$ cat config.mk
export PLATFORM = sky130hd
export DESIGN_NAME = alp_decimal_scale_encoder
export DESIGN_NICKNAME = d
export VERILOG_FILES = /design/src/rtl/core/alp_ds_pkg.sv /design/src/rtl/core/alp_ds_mul.sv /design/src/rtl/core/alp_ds_div.sv /design/src/rtl/core/alp_ds_acc.sv /design/src/rtl/core/alp_decimal_scale_encoder.sv
export SDC_FILE = /design/constraint.sdc
export NUM_CORES = 2
export LEC_CHECK = 0
export BUFFER_PORTS_ARGS = -buffer_cell sky130_fd_sc_hd__buf_2
export CAP_MARGIN = 20
export CORE_ASPECT_RATIO = 1.4
export CORE_MARGIN = 8
export CORE_UTILIZATION = 24
export CTS_CLUSTER_SIZE = 14
export DETAILED_ROUTE_END_ITERATION = 16
export SLEW_MARGIN = 20
export SYNTH_ARGS = -nofsm -noshare
export SYNTH_HDL_FRONTEND = slang
export SYNTH_SLANG_ARGS = --single-unit
$ cat constraint.sdc
create_clock -name clock -period 35.6 [get_ports clock]
set_input_delay 5.34 -clock clock [delete_from_list [all_inputs] [get_ports clock]]
set_output_delay 5.34 -clock clock [all_outputs]
set_load 0.005 [all_outputs]
$ cat src/rtl/core/alp_ds_pkg.sv
// Shared types and constants of the decimal scale encoder.
package alp_ds_pkg;

   localparam int MANT_W = 53;
   localparam int EXP_W = 13;
   localparam int PROD_W = 2 * MANT_W;
   localparam int CNT_W = 6;
   localparam int ENC_W = 55;
   localparam int MAG_W = 54;
   localparam int POS_W = 16;
   localparam int EXC_CNT_W = 17;
   localparam int RSP_DATA_W = 280;
   localparam int MAX_BLOCK_ITEMS_DEF = 65536;

   localparam logic [63:0] FACTOR_RESET = 64'h3FF0_0000_0000_0000;
   localparam logic [63:0] NEG_ZERO = 64'h8000_0000_0000_0000;
   localparam logic [10:0] EXP_ALL_ONES = 11'h7FF;
   localparam logic [MANT_W-1:0] MANT_ONE = {1'b1, {(MANT_W-1){1'b0}}};
   localparam logic [MAG_W-1:0] MAG_TWO_53 = {1'b1, {(MAG_W-1){1'b0}}};

   typedef logic signed [EXP_W-1:0] exp_type;
   typedef logic [MANT_W-1:0] mant_type;

   typedef enum logic [2:0] {
      ST_IDLE,
      ST_NORM,
      ST_MUL,
      ST_MRND,
      ST_SHIFT,
      ST_NORM2,
      ST_DIV,
      ST_DONE
   } state_type;

   typedef enum logic [1:0] {
      DV_IDLE,
      DV_ITER,
      DV_PAD
   } div_state_type;

   typedef struct packed {
      logic start;
      logic pre_shift;
      logic [CNT_W-1:0] keep;
   } div_cmd_type;

   typedef struct packed {
      logic done;
      logic carry;
   } div_rsp_type;

   typedef struct packed {
      logic valid;
      logic exact;
      logic signed [ENC_W-1:0] encoded;
      logic [63:0] raw_bits;
      logic last;
   } item_type;

endpackage

$ cat src/rtl/core/alp_ds_mul.sv
// Bit-serial shift-and-add multiplier for 53-bit significands.
module alp_ds_mul (
   input  logic clock,
   input  logic reset,
   input  logic start,
   input  logic [alp_ds_pkg::MANT_W-1:0] a,
   input  logic [alp_ds_pkg::MANT_W-1:0] b,
   output logic done,
   output logic [alp_ds_pkg::PROD_W-1:0] product
);

   logic busy_ff, busy_in;
   logic done_ff, done_in;
   logic [alp_ds_pkg::CNT_W-1:0] cnt_ff, cnt_in;
   logic [alp_ds_pkg::MANT_W-1:0] hi_ff, hi_in;
   logic [alp_ds_pkg::MANT_W-1:0] lo_ff, lo_in;
   logic [alp_ds_pkg::MANT_W-1:0] addend;
   logic [alp_ds_pkg::MANT_W:0] sum;

   always_comb begin
      addend = lo_ff[0] ? a : '0;
      sum = {1'b0, hi_ff} + {1'b0, addend};
      busy_in = busy_ff;
      done_in = 1'b0;
      cnt_in = cnt_ff;
      hi_in = hi_ff;
      lo_in = lo_ff;
      if (start) begin
         busy_in = 1'b1;
         cnt_in = alp_ds_pkg::CNT_W'(alp_ds_pkg::MANT_W);
         hi_in = '0;
         lo_in = b;
      end else if (busy_ff) begin
         hi_in = sum[alp_ds_pkg::MANT_W:1];
         lo_in = {sum[0], lo_ff[alp_ds_pkg::MANT_W-1:1]};
         cnt_in = cnt_ff - 1'b1;
         if (cnt_ff == alp_ds_pkg::CNT_W'(1)) begin
            busy_in = 1'b0;
            done_in = 1'b1;
         end
      end
   end

   always_ff @(posedge clock) begin
      if (reset) begin
         busy_ff <= 1'b0;
         done_ff <= 1'b0;
         cnt_ff <= '0;
      end else begin
         busy_ff <= busy_in;
         done_ff <= done_in;
         cnt_ff <= cnt_in;
      end
      hi_ff <= hi_in;
      lo_ff <= lo_in;
   end

   assign done = done_ff;
   assign product = {hi_ff, lo_ff};

endmodule

$ cat src/rtl/core/alp_ds_div.sv
// Restoring bit-serial divider with round to nearest even at a chosen width.
module alp_ds_div (
   input  logic clock,
   input  logic reset,
   input  alp_ds_pkg::div_cmd_type cmd,
   input  logic [alp_ds_pkg::MANT_W-1:0] n,
   input  logic [alp_ds_pkg::MANT_W-1:0] d,
   output alp_ds_pkg::div_rsp_type rsp,
   output logic [alp_ds_pkg::MANT_W-1:0] quot
);

   alp_ds_pkg::div_state_type state_ff, state_in;
   logic done_ff, done_in;
   logic [alp_ds_pkg::CNT_W-1:0] cnt_ff, cnt_in;
   logic [alp_ds_pkg::CNT_W-1:0] pad_ff, pad_in;
   logic [alp_ds_pkg::MAG_W-1:0] rem_ff, rem_in;
   logic [alp_ds_pkg::MAG_W-1:0] q_ff, q_in;
   logic [alp_ds_pkg::MAG_W:0] diff;
   logic ge;
   logic [alp_ds_pkg::MAG_W-1:0] rem_sub;
   logic inc;

   always_comb begin
      diff = {1'b0, rem_ff} - {2'b00, d};
      ge = !diff[alp_ds_pkg::MAG_W];
      rem_sub = ge ? diff[alp_ds_pkg::MAG_W-1:0] : rem_ff;
      inc = ge & ((rem_sub != '0) | q_ff[0]);
      state_in = state_ff;
      done_in = 1'b0;
      cnt_in = cnt_ff;
      pad_in = pad_ff;
      rem_in = rem_ff;
      q_in = q_ff;
      unique case (state_ff)
         alp_ds_pkg::DV_IDLE: begin
            if (cmd.start) begin
               rem_in = cmd.pre_shift ? {n, 1'b0} : {1'b0, n};
               q_in = '0;
               cnt_in = cmd.keep;
               pad_in = alp_ds_pkg::CNT_W'(alp_ds_pkg::MANT_W) - cmd.keep;
               state_in = alp_ds_pkg::DV_ITER;
            end
         end
         alp_ds_pkg::DV_ITER: begin
            rem_in = {rem_sub[alp_ds_pkg::MAG_W-2:0], 1'b0};
            if (cnt_ff != '0) begin
               q_in = {q_ff[alp_ds_pkg::MAG_W-2:0], ge};
               cnt_in = cnt_ff - 1'b1;
            end else begin
               q_in = q_ff + alp_ds_pkg::MAG_W'(inc);
               if (pad_ff == '0) begin
                  done_in = 1'b1;
                  state_in = alp_ds_pkg::DV_IDLE;
               end else begin
                  state_in = alp_ds_pkg::DV_PAD;
               end
            end
         end
         alp_ds_pkg::DV_PAD: begin
            q_in = {q_ff[alp_ds_pkg::MAG_W-2:0], 1'b0};
            pad_in = pad_ff - 1'b1;
            if (pad_ff == alp_ds_pkg::CNT_W'(1)) begin
               done_in = 1'b1;
               state_in = alp_ds_pkg::DV_IDLE;
            end
         end
         default: state_in = alp_ds_pkg::DV_IDLE;
      endcase
   end

   always_ff @(posedge clock) begin
      if (reset) begin
         state_ff <= alp_ds_pkg::DV_IDLE;
         done_ff <= 1'b0;
         cnt_ff <= '0;
         pad_ff <= '0;
      end else begin
         state_ff <= state_in;
         done_ff <= done_in;
         cnt_ff <= cnt_in;
         pad_ff <= pad_in;
      end
      rem_ff <= rem_in;
      q_ff <= q_in;
   end

   assign rsp.done = done_ff;
   assign rsp.carry = q_ff[alp_ds_pkg::MAG_W-1];
   assign quot = q_ff[alp_ds_pkg::MAG_W-1] ? alp_ds_pkg::MANT_ONE
                                           : q_ff[alp_ds_pkg::MANT_W-1:0];

endmodule

$ cat src/rtl/core/alp_ds_acc.sv
// Block totals, position counter and result register.
module alp_ds_acc #(
   parameter int MAX_BLOCK_ITEMS = alp_ds_pkg::MAX_BLOCK_ITEMS_DEF
) (
   input  logic clock,
   input  logic reset,
   input  alp_ds_pkg::item_type item,
   output logic ready,
   output logic rsp_tvalid,
   input  logic rsp_tready,
   output logic [alp_ds_pkg::RSP_DATA_W-1:0] rsp_tdata,
   output logic rsp_tuser,
   output logic rsp_tlast
);

   localparam logic [alp_ds_pkg::POS_W-1:0] LAST_POS =
      alp_ds_pkg::POS_W'(MAX_BLOCK_ITEMS - 1);
   localparam logic signed [63:0] INT64_MAX = {1'b0, {63{1'b1}}};
   localparam logic signed [63:0] INT64_MIN = {1'b1, {63{1'b0}}};

   logic [alp_ds_pkg::POS_W-1:0] idx_ff, idx_in;
   logic signed [63:0] min_ff, min_in;
   logic signed [63:0] max_ff, max_in;
   logic [alp_ds_pkg::EXC_CNT_W-1:0] exc_ff, exc_in;
   logic valid_ff, valid_in;
   logic [alp_ds_pkg::RSP_DATA_W-1:0] data_ff, data_in;
   logic user_ff, user_in;
   logic last_ff, last_in;
   logic commit;
   logic block_end;
   logic signed [63:0] e64;
   logic signed [63:0] new_min;
   logic signed [63:0] new_max;
   logic [alp_ds_pkg::EXC_CNT_W-1:0] new_exc;
   logic [63:0] exc_bits;

   assign ready = !valid_ff || rsp_tready;
   assign commit = item.valid && ready;

   always_comb begin
      e64 = {{(64 - alp_ds_pkg::ENC_W){item.encoded[alp_ds_pkg::ENC_W-1]}}, item.encoded};
      new_min = (item.exact && (e64 < min_ff)) ? e64 : min_ff;
      new_max = (item.exact && (e64 > max_ff)) ? e64 : max_ff;
      new_exc = exc_ff + alp_ds_pkg::EXC_CNT_W'(!item.exact);
      exc_bits = item.exact ? '0 : item.raw_bits;
      block_end = item.last || (idx_ff == LAST_POS);
      idx_in = idx_ff;
      min_in = min_ff;
      max_in = max_ff;
      exc_in = exc_ff;
      valid_in = valid_ff;
      data_in = data_ff;
      user_in = user_ff;
      last_in = last_ff;
      if (commit) begin
         valid_in = 1'b1;
         data_in = {new_exc, new_max, new_min, exc_bits, idx_ff, item.encoded};
         user_in = !item.exact;
         last_in = block_end;
         if (block_end) begin
            idx_in = '0;
            min_in = INT64_MAX;
            max_in = INT64_MIN;
            exc_in = '0;
         end else begin
            idx_in = idx_ff + 1'b1;
            min_in = new_min;
            max_in = new_max;
            exc_in = new_exc;
         end
      end else if (rsp_tready) begin
         valid_in = 1'b0;
      end
   end

   always_ff @(posedge clock) begin
      if (reset) begin
         idx_ff <= '0;
         min_ff <= INT64_MAX;
         max_ff <= INT64_MIN;
         exc_ff <= '0;
         valid_ff <= 1'b0;
      end else begin
         idx_ff <= idx_in;
         min_ff <= min_in;
         max_ff <= max_in;
         exc_ff <= exc_in;
         valid_ff <= valid_in;
      end
      data_ff <= data_in;
      user_ff <= user_in;
      last_ff <= last_in;
   end

   assign rsp_tvalid = valid_ff;
   assign rsp_tdata = data_ff;
   assign rsp_tuser = user_ff;
   assign rsp_tlast = last_ff;

endmodule

$ cat src/rtl/core/alp_decimal_scale_encoder.sv
// Top level of the decimal scale encoder: sequencer, rounding and config register.
//
// Input channel req_*: one IEEE double per beat in req_tdata, req_tlast ends a block.
// Result channel rsp_*: one beat per input beat, in order, tlast on the block's end.
// csr_wr_en / csr_wr_data write the double bit pattern of the scale factor.
// Each value is scaled, rounded half away from zero and checked by dividing back.
// An item is taken only while the sequencer is idle. Subnormal operands are
// first normalized; the serial multiplier forms the product, which is rounded
// to 53 bits, then the fraction dropped by rounding is shifted out, the integer
// is renormalized and the serial divider divides it back. NaN, infinity, zero
// and negative zero values and zero, infinite or NaN factors go straight from
// idle to the done state; scaled magnitudes above 2^53 or below one half skip
// the shift and the divider.
// The result sits in an output register: the next item is accepted while it
// waits, in the cycle after the result enters the register, and the sequencer
// holds its finished item until the register frees.
// Reset clears the block totals, empties the output register and sets the
// factor to 1.0.
module alp_decimal_scale_encoder #(
   parameter int MAX_BLOCK_ITEMS = alp_ds_pkg::MAX_BLOCK_ITEMS_DEF
) (
   input  logic clock,
   input  logic reset,
   input  logic req_tvalid,
   output logic req_tready,
   input  logic [63:0] req_tdata,   // value_bits[63:0]
   input  logic req_tlast,
   output logic rsp_tvalid,
   input  logic rsp_tready,
   // encoded[54:0], position[70:55], exception_bits[134:71], running_min[198:135],
   // running_max[262:199], exception_count[279:263]
   output logic [alp_ds_pkg::RSP_DATA_W-1:0] rsp_tdata,
   output logic rsp_tuser,          // is_exception[0]
   output logic rsp_tlast,
   input  logic csr_wr_en,
   input  logic [63:0] csr_wr_data
);

   localparam int MW = alp_ds_pkg::MANT_W;

   alp_ds_pkg::state_type state_ff, state_in;
   logic [63:0] factor_ff;
   logic [63:0] vbits_ff, vbits_in;
   logic last_ff, last_in;
   logic sign_ff, sign_in;
   logic exact_ff, exact_in;
   alp_ds_pkg::mant_type mv_ff, mv_in;
   alp_ds_pkg::mant_type mf_ff, mf_in;
   alp_ds_pkg::exp_type ev_ff, ev_in;
   alp_ds_pkg::exp_type ef_ff, ef_in;
   alp_ds_pkg::mant_type sh_ff, sh_in;
   logic [alp_ds_pkg::CNT_W-1:0] cnt_ff, cnt_in;
   logic [alp_ds_pkg::MAG_W-1:0] mag_ff, mag_in;
   alp_ds_pkg::mant_type nrm_ff, nrm_in;
   alp_ds_pkg::exp_type en_ff, en_in;
   alp_ds_pkg::exp_type l_ff, l_in;

   logic [10:0] v_exp, f_exp;
   logic pre_ok, v_zero;
   alp_ds_pkg::mant_type v_mant, f_mant;
   alp_ds_pkg::exp_type v_e, f_e;

   logic mul_start, mul_done;
   logic [alp_ds_pkg::PROD_W-1:0] product;
   logic p_top, g_bit, st_bit, r_inc;
   alp_ds_pkg::mant_type p_mant, mp;
   logic [MW:0] p_sum;
   alp_ds_pkg::exp_type ep, neg_ep;
   logic [alp_ds_pkg::MAG_W-1:0] shift_mag;

   logic n_ge_d;
   alp_ds_pkg::exp_type lead;
   logic signed [alp_ds_pkg::EXP_W:0] shrink;
   logic [alp_ds_pkg::CNT_W-1:0] keep;
   alp_ds_pkg::div_cmd_type div_cmd;
   alp_ds_pkg::div_rsp_type div_rsp;
   alp_ds_pkg::mant_type quot;
   alp_ds_pkg::exp_type ed;

   logic acc_ready;
   alp_ds_pkg::item_type item;
   logic [alp_ds_pkg::MAG_W:0] mag_ext;

   always_comb begin
      v_exp = req_tdata[62:52];
      f_exp = factor_ff[62:52];
      v_mant = {v_exp != '0, req_tdata[51:0]};
      f_mant = {f_exp != '0, factor_ff[51:0]};
      v_e = alp_ds_pkg::exp_type'({2'b00, (v_exp == '0) ? 11'd1 : v_exp})
            - alp_ds_pkg::exp_type'(1075);
      f_e = alp_ds_pkg::exp_type'({2'b00, (f_exp == '0) ? 11'd1 : f_exp})
            - alp_ds_pkg::exp_type'(1075);
      pre_ok = (req_tdata != alp_ds_pkg::NEG_ZERO) && (v_exp != alp_ds_pkg::EXP_ALL_ONES)
               && (f_exp != alp_ds_pkg::EXP_ALL_ONES) && (factor_ff[62:0] != '0);
      v_zero = (req_tdata[62:0] == '0);
   end

   always_comb begin
      p_top = product[alp_ds_pkg::PROD_W-1];
      p_mant = p_top ? product[alp_ds_pkg::PROD_W-1:MW] : product[alp_ds_pkg::PROD_W-2:MW-1];
      g_bit = p_top ? product[MW-1] : product[MW-2];
      st_bit = p_top ? (product[MW-2:0] != '0) : (product[MW-3:0] != '0);
      r_inc = g_bit & (st_bit | p_mant[0]);
      p_sum = {1'b0, p_mant} + (MW+1)'(r_inc);
      mp = p_sum[MW] ? alp_ds_pkg::MANT_ONE : p_sum[MW-1:0];
      ep = ev_ff + ef_ff + (p_top ? alp_ds_pkg::exp_type'(53) : alp_ds_pkg::exp_type'(52))
           + alp_ds_pkg::exp_type'({1'b0, p_sum[MW]});
      neg_ep = -ep;
      shift_mag = {2'b00, sh_ff[MW-1:1]} + alp_ds_pkg::MAG_W'(sh_ff[0]);
   end

   always_comb begin
      n_ge_d = (nrm_ff >= mf_ff);
      lead = en_ff - ef_ff - (n_ge_d ? alp_ds_pkg::exp_type'(0) : alp_ds_pkg::exp_type'(1));
      shrink = -(alp_ds_pkg::EXP_W+1)'(1022) - (alp_ds_pkg::EXP_W+1)'(lead);
      if (shrink <= 0) begin
         keep = alp_ds_pkg::CNT_W'(MW);
      end else if (shrink >= (alp_ds_pkg::EXP_W+1)'(MW)) begin
         keep = alp_ds_pkg::CNT_W'(1);
      end else begin
         keep = alp_ds_pkg::CNT_W'(MW) - shrink[alp_ds_pkg::CNT_W-1:0];
      end
      ed = l_ff - alp_ds_pkg::exp_type'(52) + alp_ds_pkg::exp_type'({1'b0, div_rsp.carry});
      mag_ext = {1'b0, mag_ff};
   end

   always_comb begin
      state_in = state_ff;
      vbits_in = vbits_ff;
      last_in = last_ff;
      sign_in = sign_ff;
      exact_in = exact_ff;
      mv_in = mv_ff;
      mf_in = mf_ff;
      ev_in = ev_ff;
      ef_in = ef_ff;
      sh_in = sh_ff;
      cnt_in = cnt_ff;
      mag_in = mag_ff;
      nrm_in = nrm_ff;
      en_in = en_ff;
      l_in = l_ff;
      mul_start = 1'b0;
      div_cmd = '0;
      item = '0;
      item.exact = exact_ff;
      item.encoded = exact_ff ? (sign_ff ? -mag_ext : mag_ext) : '0;
      item.raw_bits = vbits_ff;
      item.last = last_ff;
      unique case (state_ff)
         alp_ds_pkg::ST_IDLE: begin
            if (req_tvalid) begin
               vbits_in = req_tdata;
               last_in = req_tlast;
               sign_in = req_tdata[63] ^ factor_ff[63];
               mv_in = v_mant;
               ev_in = v_e;
               mf_in = f_mant;
               ef_in = f_e;
               mag_in = '0;
               exact_in = pre_ok && v_zero;
               if (!pre_ok || v_zero) begin
                  state_in = alp_ds_pkg::ST_DONE;
               end else begin
                  state_in = alp_ds_pkg::ST_NORM;
               end
            end
         end
         alp_ds_pkg::ST_NORM: begin
            if (mv_ff[MW-1] && mf_ff[MW-1]) begin
               mul_start = 1'b1;
               state_in = alp_ds_pkg::ST_MUL;
            end else begin
               if (!mv_ff[MW-1]) begin
                  mv_in = {mv_ff[MW-2:0], 1'b0};
                  ev_in = ev_ff - alp_ds_pkg::exp_type'(1);
               end
               if (!mf_ff[MW-1]) begin
                  mf_in = {mf_ff[MW-2:0], 1'b0};
                  ef_in = ef_ff - alp_ds_pkg::exp_type'(1);
               end
            end
         end
         alp_ds_pkg::ST_MUL: begin
            if (mul_done) begin
               state_in = alp_ds_pkg::ST_MRND;
            end
         end
         alp_ds_pkg::ST_MRND: begin
            if (!ep[alp_ds_pkg::EXP_W-1]) begin
               nrm_in = mp;
               en_in = ep;
               if (ep == alp_ds_pkg::exp_type'(0)) begin
                  mag_in = {1'b0, mp};
                  state_in = alp_ds_pkg::ST_NORM2;
               end else if (ep == alp_ds_pkg::exp_type'(1) && mp == alp_ds_pkg::MANT_ONE) begin
                  mag_in = alp_ds_pkg::MAG_TWO_53;
                  state_in = alp_ds_pkg::ST_NORM2;
               end else begin
                  exact_in = 1'b0;
                  state_in = alp_ds_pkg::ST_DONE;
               end
            end else if (neg_ep >= alp_ds_pkg::exp_type'(54)) begin
               exact_in = 1'b0;
               state_in = alp_ds_pkg::ST_DONE;
            end else begin
               sh_in = mp;
               cnt_in = neg_ep[alp_ds_pkg::CNT_W-1:0];
               state_in = alp_ds_pkg::ST_SHIFT;
            end
         end
         alp_ds_pkg::ST_SHIFT: begin
            if (cnt_ff == alp_ds_pkg::CNT_W'(1)) begin
               mag_in = shift_mag;
               nrm_in = shift_mag[MW-1:0];
               en_in = '0;
               state_in = alp_ds_pkg::ST_NORM2;
            end else begin
               sh_in = {1'b0, sh_ff[MW-1:1]};
               cnt_in = cnt_ff - 1'b1;
            end
         end
         alp_ds_pkg::ST_NORM2: begin
            if (nrm_ff[MW-1]) begin
               div_cmd.start = 1'b1;
               div_cmd.pre_shift = !n_ge_d;
               div_cmd.keep = keep;
               l_in = lead;
               state_in = alp_ds_pkg::ST_DIV;
            end else begin
               nrm_in = {nrm_ff[MW-2:0], 1'b0};
               en_in = en_ff - alp_ds_pkg::exp_type'(1);
            end
         end
         alp_ds_pkg::ST_DIV: begin
            if (div_rsp.done) begin
               exact_in = (quot == mv_ff) && (ed == ev_ff);
               state_in = alp_ds_pkg::ST_DONE;
            end
         end
         alp_ds_pkg::ST_DONE: begin
            if (acc_ready) begin
               item.valid = 1'b1;
               state_in = alp_ds_pkg::ST_IDLE;
            end
         end
         default: state_in = alp_ds_pkg::ST_IDLE;
      endcase
   end

   always_ff @(posedge clock) begin
      if (reset) begin
         state_ff <= alp_ds_pkg::ST_IDLE;
         factor_ff <= alp_ds_pkg::FACTOR_RESET;
      end else begin
         state_ff <= state_in;
         if (csr_wr_en) begin
            factor_ff <= csr_wr_data;
         end
      end
   end

   always_ff @(posedge clock) begin
      vbits_ff <= vbits_in;
      last_ff <= last_in;
      sign_ff <= sign_in;
      exact_ff <= exact_in;
      mv_ff <= mv_in;
      mf_ff <= mf_in;
      ev_ff <= ev_in;
      ef_ff <= ef_in;
      sh_ff <= sh_in;
      cnt_ff <= cnt_in;
      mag_ff <= mag_in;
      nrm_ff <= nrm_in;
      en_ff <= en_in;
      l_ff <= l_in;
   end

   assign req_tready = (state_ff == alp_ds_pkg::ST_IDLE);

   alp_ds_mul u_mul (
      .clock   (clock),
      .reset   (reset),
      .start   (mul_start),
      .a       (mv_ff),
      .b       (mf_ff),
      .done    (mul_done),
      .product (product)
   );

   alp_ds_div u_div (
      .clock (clock),
      .reset (reset),
      .cmd   (div_cmd),
      .n     (nrm_ff),
      .d     (mf_ff),
      .rsp   (div_rsp),
      .quot  (quot)
   );

   alp_ds_acc #(
      .MAX_BLOCK_ITEMS (MAX_BLOCK_ITEMS)
   ) u_acc (
      .clock      (clock),
      .reset      (reset),
      .item       (item),
      .ready      (acc_ready),
      .rsp_tvalid (rsp_tvalid),
      .rsp_tready (rsp_tready),
      .rsp_tdata  (rsp_tdata),
      .rsp_tuser  (rsp_tuser),
      .rsp_tlast  (rsp_tlast)
   );

endmodule
==> metrics.cfg <==
[routing]
drt_iter0_markers=4359
drcViolationCount=0
finalWirelength_um=227000
antenna_left=0
wire_per_inst_um=20.9
first_pass_iters=6
vias=53900
vias_per_cell=4.96

[hold_path]
min_delay_path_depth=2
worstHoldEndpoint=u_acc.exc_ff[0]
hold_start=u_acc.exc_ff[0]
hold_path_class=reg -> reg

[grt]
grt_overflow_total=0
track_usage=0.146
grt_pass1_vias=53100
grt_antenna_before_repair=13
grt_pass1_wl_um=334000
grt_max_degree=122

[timing]
rsz0062_at_grt=false
period_needed_ns=8.56
finalHoldViolations=0
maxSlewViolCount=0
worst_slew_pin_slew_ns=1.12
fin_setup_tns_ns=0
finalClockSkew_ns=0.0523
setup_viol=0
max_freq_ghz=0.117
maxSlewHeadroom=0.249
period_share=0.240

[flow_run]
drv_cap=0

[placed_design]
place_hpwl_um=172000
port_buffers=417
place.gp.congestion=0.933

[critical_path]
reg2reg_slack_ns=27.04
critPathRequiredTime_ns=36.27
path_max_fanout=38
critPathArrivalTime_ns=9.23
r2r_cells=25
r2r-end=u_acc.max_ff[61]
reg2reg_from=mag_ff[5]
critPathKind=reg -> reg
crit_path_start_kind=flip-flop
cp-end-kind=flip-flop

[logic_synthesis]
yosys_warnings=0
synthMuxAreaShare=0.0490
syn-num-nets=7329
async_reset_ff_frac=0
ys_ff_latch=1139
ys_types=96
synth_edf_count=834
ys_seq_area_frac=0.470
syn_inst=6824
synth_xor_area_frac=0.0536
synth_adder_area_share=0.0707
syn_area_sq_mm=0.0663
avgSynthCellArea_sq_um=9.71
synth_compound_area_frac=0.153
synth_top_family_by_area=simple AND/OR/NAND/NOR gates
synthSimpleGateAreaFrac=0.163
ys.flop_type=edfxtp_1

[clocking]
clock_latency_ns=0.79
ctsResizeCount=0
clkSinkCount=1139
clk_path_buf_depth=3
cts.reportedPaths.clkPinSlew_ns=0.07
cts_buffers=120
cts_max_level=3
cts_tree=built
postCtsSetupBuffers=0
cts_root_buf=clkbuf_16
ctsHoldBuffers=0

[cells_and_area]
num-nets-final=7589
layout-drive-gt1-share=0.116
nFillCells=29000
fin_util=0.278
syn_to_final_growth_pct=15.3

[power]
switchingPower_mw=2.70
peakVddDrop_mv=0.0514
powerDensity_mw_per_mm2=82.4
seqPwrFrac=0.349
p_leak_nw=28.8
p_clk_frac=0.208
switching_share=0.428
p_comb_frac=0.443
internal_power_mw=3.60

[die]
die_width_um=460
core_sq_mm=0.275
die-area_sq_mm=0.293
initial_utilization=0.241
io_pins=418
fp-row-count=228
fp.dieH_um=638

[outcome]
status=finished clean

[cells in the final DEF (no fill, tap or decap), types with 190 or more instances in the layout]
cell	n
edfxtp_1	834
nand2_1	801
o21ai_0	554
nor2_1	486
buf_2	415
ha_1	364
inv_1	348
dfxtp_1	303
a21oi_1	297
mux2i_1	246
xnor2_1	213
xor2_1	190
[final cells by class]
cell class | count | area (sq um) | share of cell area
antenna | 2 | 5.00 | 0.0000655
clock inverter | 70 | 682 | 0.00893
timing repair buffer | 485 | 2610 | 0.0341
tap | 3680 | 4600 | 0.0603
clock buffer | 157 | 3330 | 0.0435
multi-input combinational | 4985 | 32700 | 0.428
sequential | 1139 | 31200 | 0.408
inverter | 353 | 1330 | 0.0175
[power by group through the flow]
stage / registers (mW) / clock network [mW] / logic (mW)
CTS: 2.19 / 1.34 / 2.78
floorplan: 2.07 / 0 / 2.00
global placement: 2.21 / 0 / 2.71
finish: 2.20 / 1.31 / 2.79
detailed placement: 2.22 / 0 / 2.76
global route: 2.23 / 1.39 / 3.08
[stage by stage]
| step | std cells | instance area [sq um] | total power [mW] | setup slack (ns) | hold WS [ns] |
|---|---|---|---|---|---|
| 2_1_floorplan | 6824 | 66300 | 4.07 | 20.70 | 0.431 |
| 3_3_place_gp | 10600 | 72400 | 4.92 | 26.36 | 0.443 |
| 3_5_place_dp | 10600 | 72400 | 4.98 | 26.27 | 0.450 |
| 4_1_cts | 10900 | 76400 | 6.32 | 26.85 | 0.460 |
| 5_1_grt | 10900 | 76400 | 6.69 | 26.45 | 0.478 |
| 6_report | 10900 | 76400 | 6.30 | 27.04 | 0.471 |
[registers in the layout, indices dropped and copies added (netlist names), 13 cells and up]
signal,flops
u_acc.rsp_tdata,280
factor_ff,64
u_acc.max_ff,64
u_acc.min_ff,64
vbits_ff,64
mag_ff,54
u_div.q_ff,54
u_div.rem_ff,54
mf_ff,53
mv_ff,53
nrm_ff,53
sh_ff,53
u_mul.hi_ff,53
u_mul.lo_ff,53
u_acc.exc_ff,17
u_acc.idx_ff,16
ef_ff,13
en_ff,13
ev_ff,13
l_ff,13
[Yosys cell counts (all sizes together) (28+ instances only)]
library cell / number / area share
nand4: 99 / 0.0094
inv: 351 / 0.020
nor2: 491 / 0.028
nand2b: 60 / 0.0057
xor2: 190 / 0.025
o21a: 40 / 0.0045
edfxtp: 834 / 0.38
ha: 365 / 0.069
nor4: 101 / 0.010
nand3: 157 / 0.012
nor3: 145 / 0.011
o21ai: 565 / 0.043
or4: 28 / 0.0032
xnor2: 213 / 0.028
nand2: 803 / 0.046
and3: 70 / 0.0066
and2: 75 / 0.0071
dfxtp: 305 / 0.092
a21o: 148 / 0.017
nor2b: 116 / 0.011
a22oi: 32 / 0.0036
o22ai: 55 / 0.0052
a31oi: 98 / 0.0092
or3: 35 / 0.0034
mux2i: 247 / 0.037
mux2: 69 / 0.012
a21oi: 299 / 0.023
clkbuf: 320 / 0.018
o211ai: 43 / 0.0049
o31ai: 86 / 0.0097
a211oi: 39 / 0.0044
[worst max-delay path by stage]
stage               startpoint                   end  depth (start not counted)
detailed placement  rsp_tready  u_acc.rsp_tdata[127]                          8
floorplan           rsp_tready      u_acc.exc_ff[13]                          8
global placement    rsp_tready  u_acc.rsp_tdata[127]                          8
CTS                  mag_ff[5]  u_acc.rsp_tdata[254]                         25
finish               mag_ff[5]      u_acc.max_ff[61]                         25
global route          mf_ff[1]       u_div.pad_ff[5]                         29
[cell families after synthesis]
family,Yosys count
simple gates,2267
compound gates,1627
flops,1139
buf+inv,700
xor+xnor,404
fa+ha+maj,371
mux,316
[worst max-delay path, cell delays in order (launching register included)]
cell and delay, ns:
edfxtp_1 0.42, or4_1 0.60, or3_1 0.41, nand2b_1 0.21
or3_1 0.43, or4_1 0.60, nor4_1 0.63, nand2_1 0.19
o21ai_0 0.26, xor2_1 0.13, nor2_1 0.39, ha_1 0.33
a21o_1 0.18, a21o_1 0.17, a21o_1 0.18, a21o_1 0.18
a21o_1 0.17, a21o_1 0.17, a221o_1 0.29, a2111oi_0 0.37
o21ai_0 0.22, nor2_1 0.35, mux2i_4 0.64, buf_4 0.53
nand2_1 0.27, o21ai_0 0.14
[layer usage]
| metal | GRT usage | routed length [um] | part of all wire | vias up |
|---|---|---|---|---|
| li1 | - | - | - | 25400 |
| met1 | 0.173 | 90000 | 0.40 | 26100 |
| met2 | 0.254 | 109000 | 0.48 | 1912 |
| met3 | 0.0208 | 13200 | 0.058 | 499 |
| met4 | 0.0806 | 14400 | 0.063 | 4 |
| met5 | 0 | 27 | 0.00012 | - |
(Power assumes the default switching activity.)
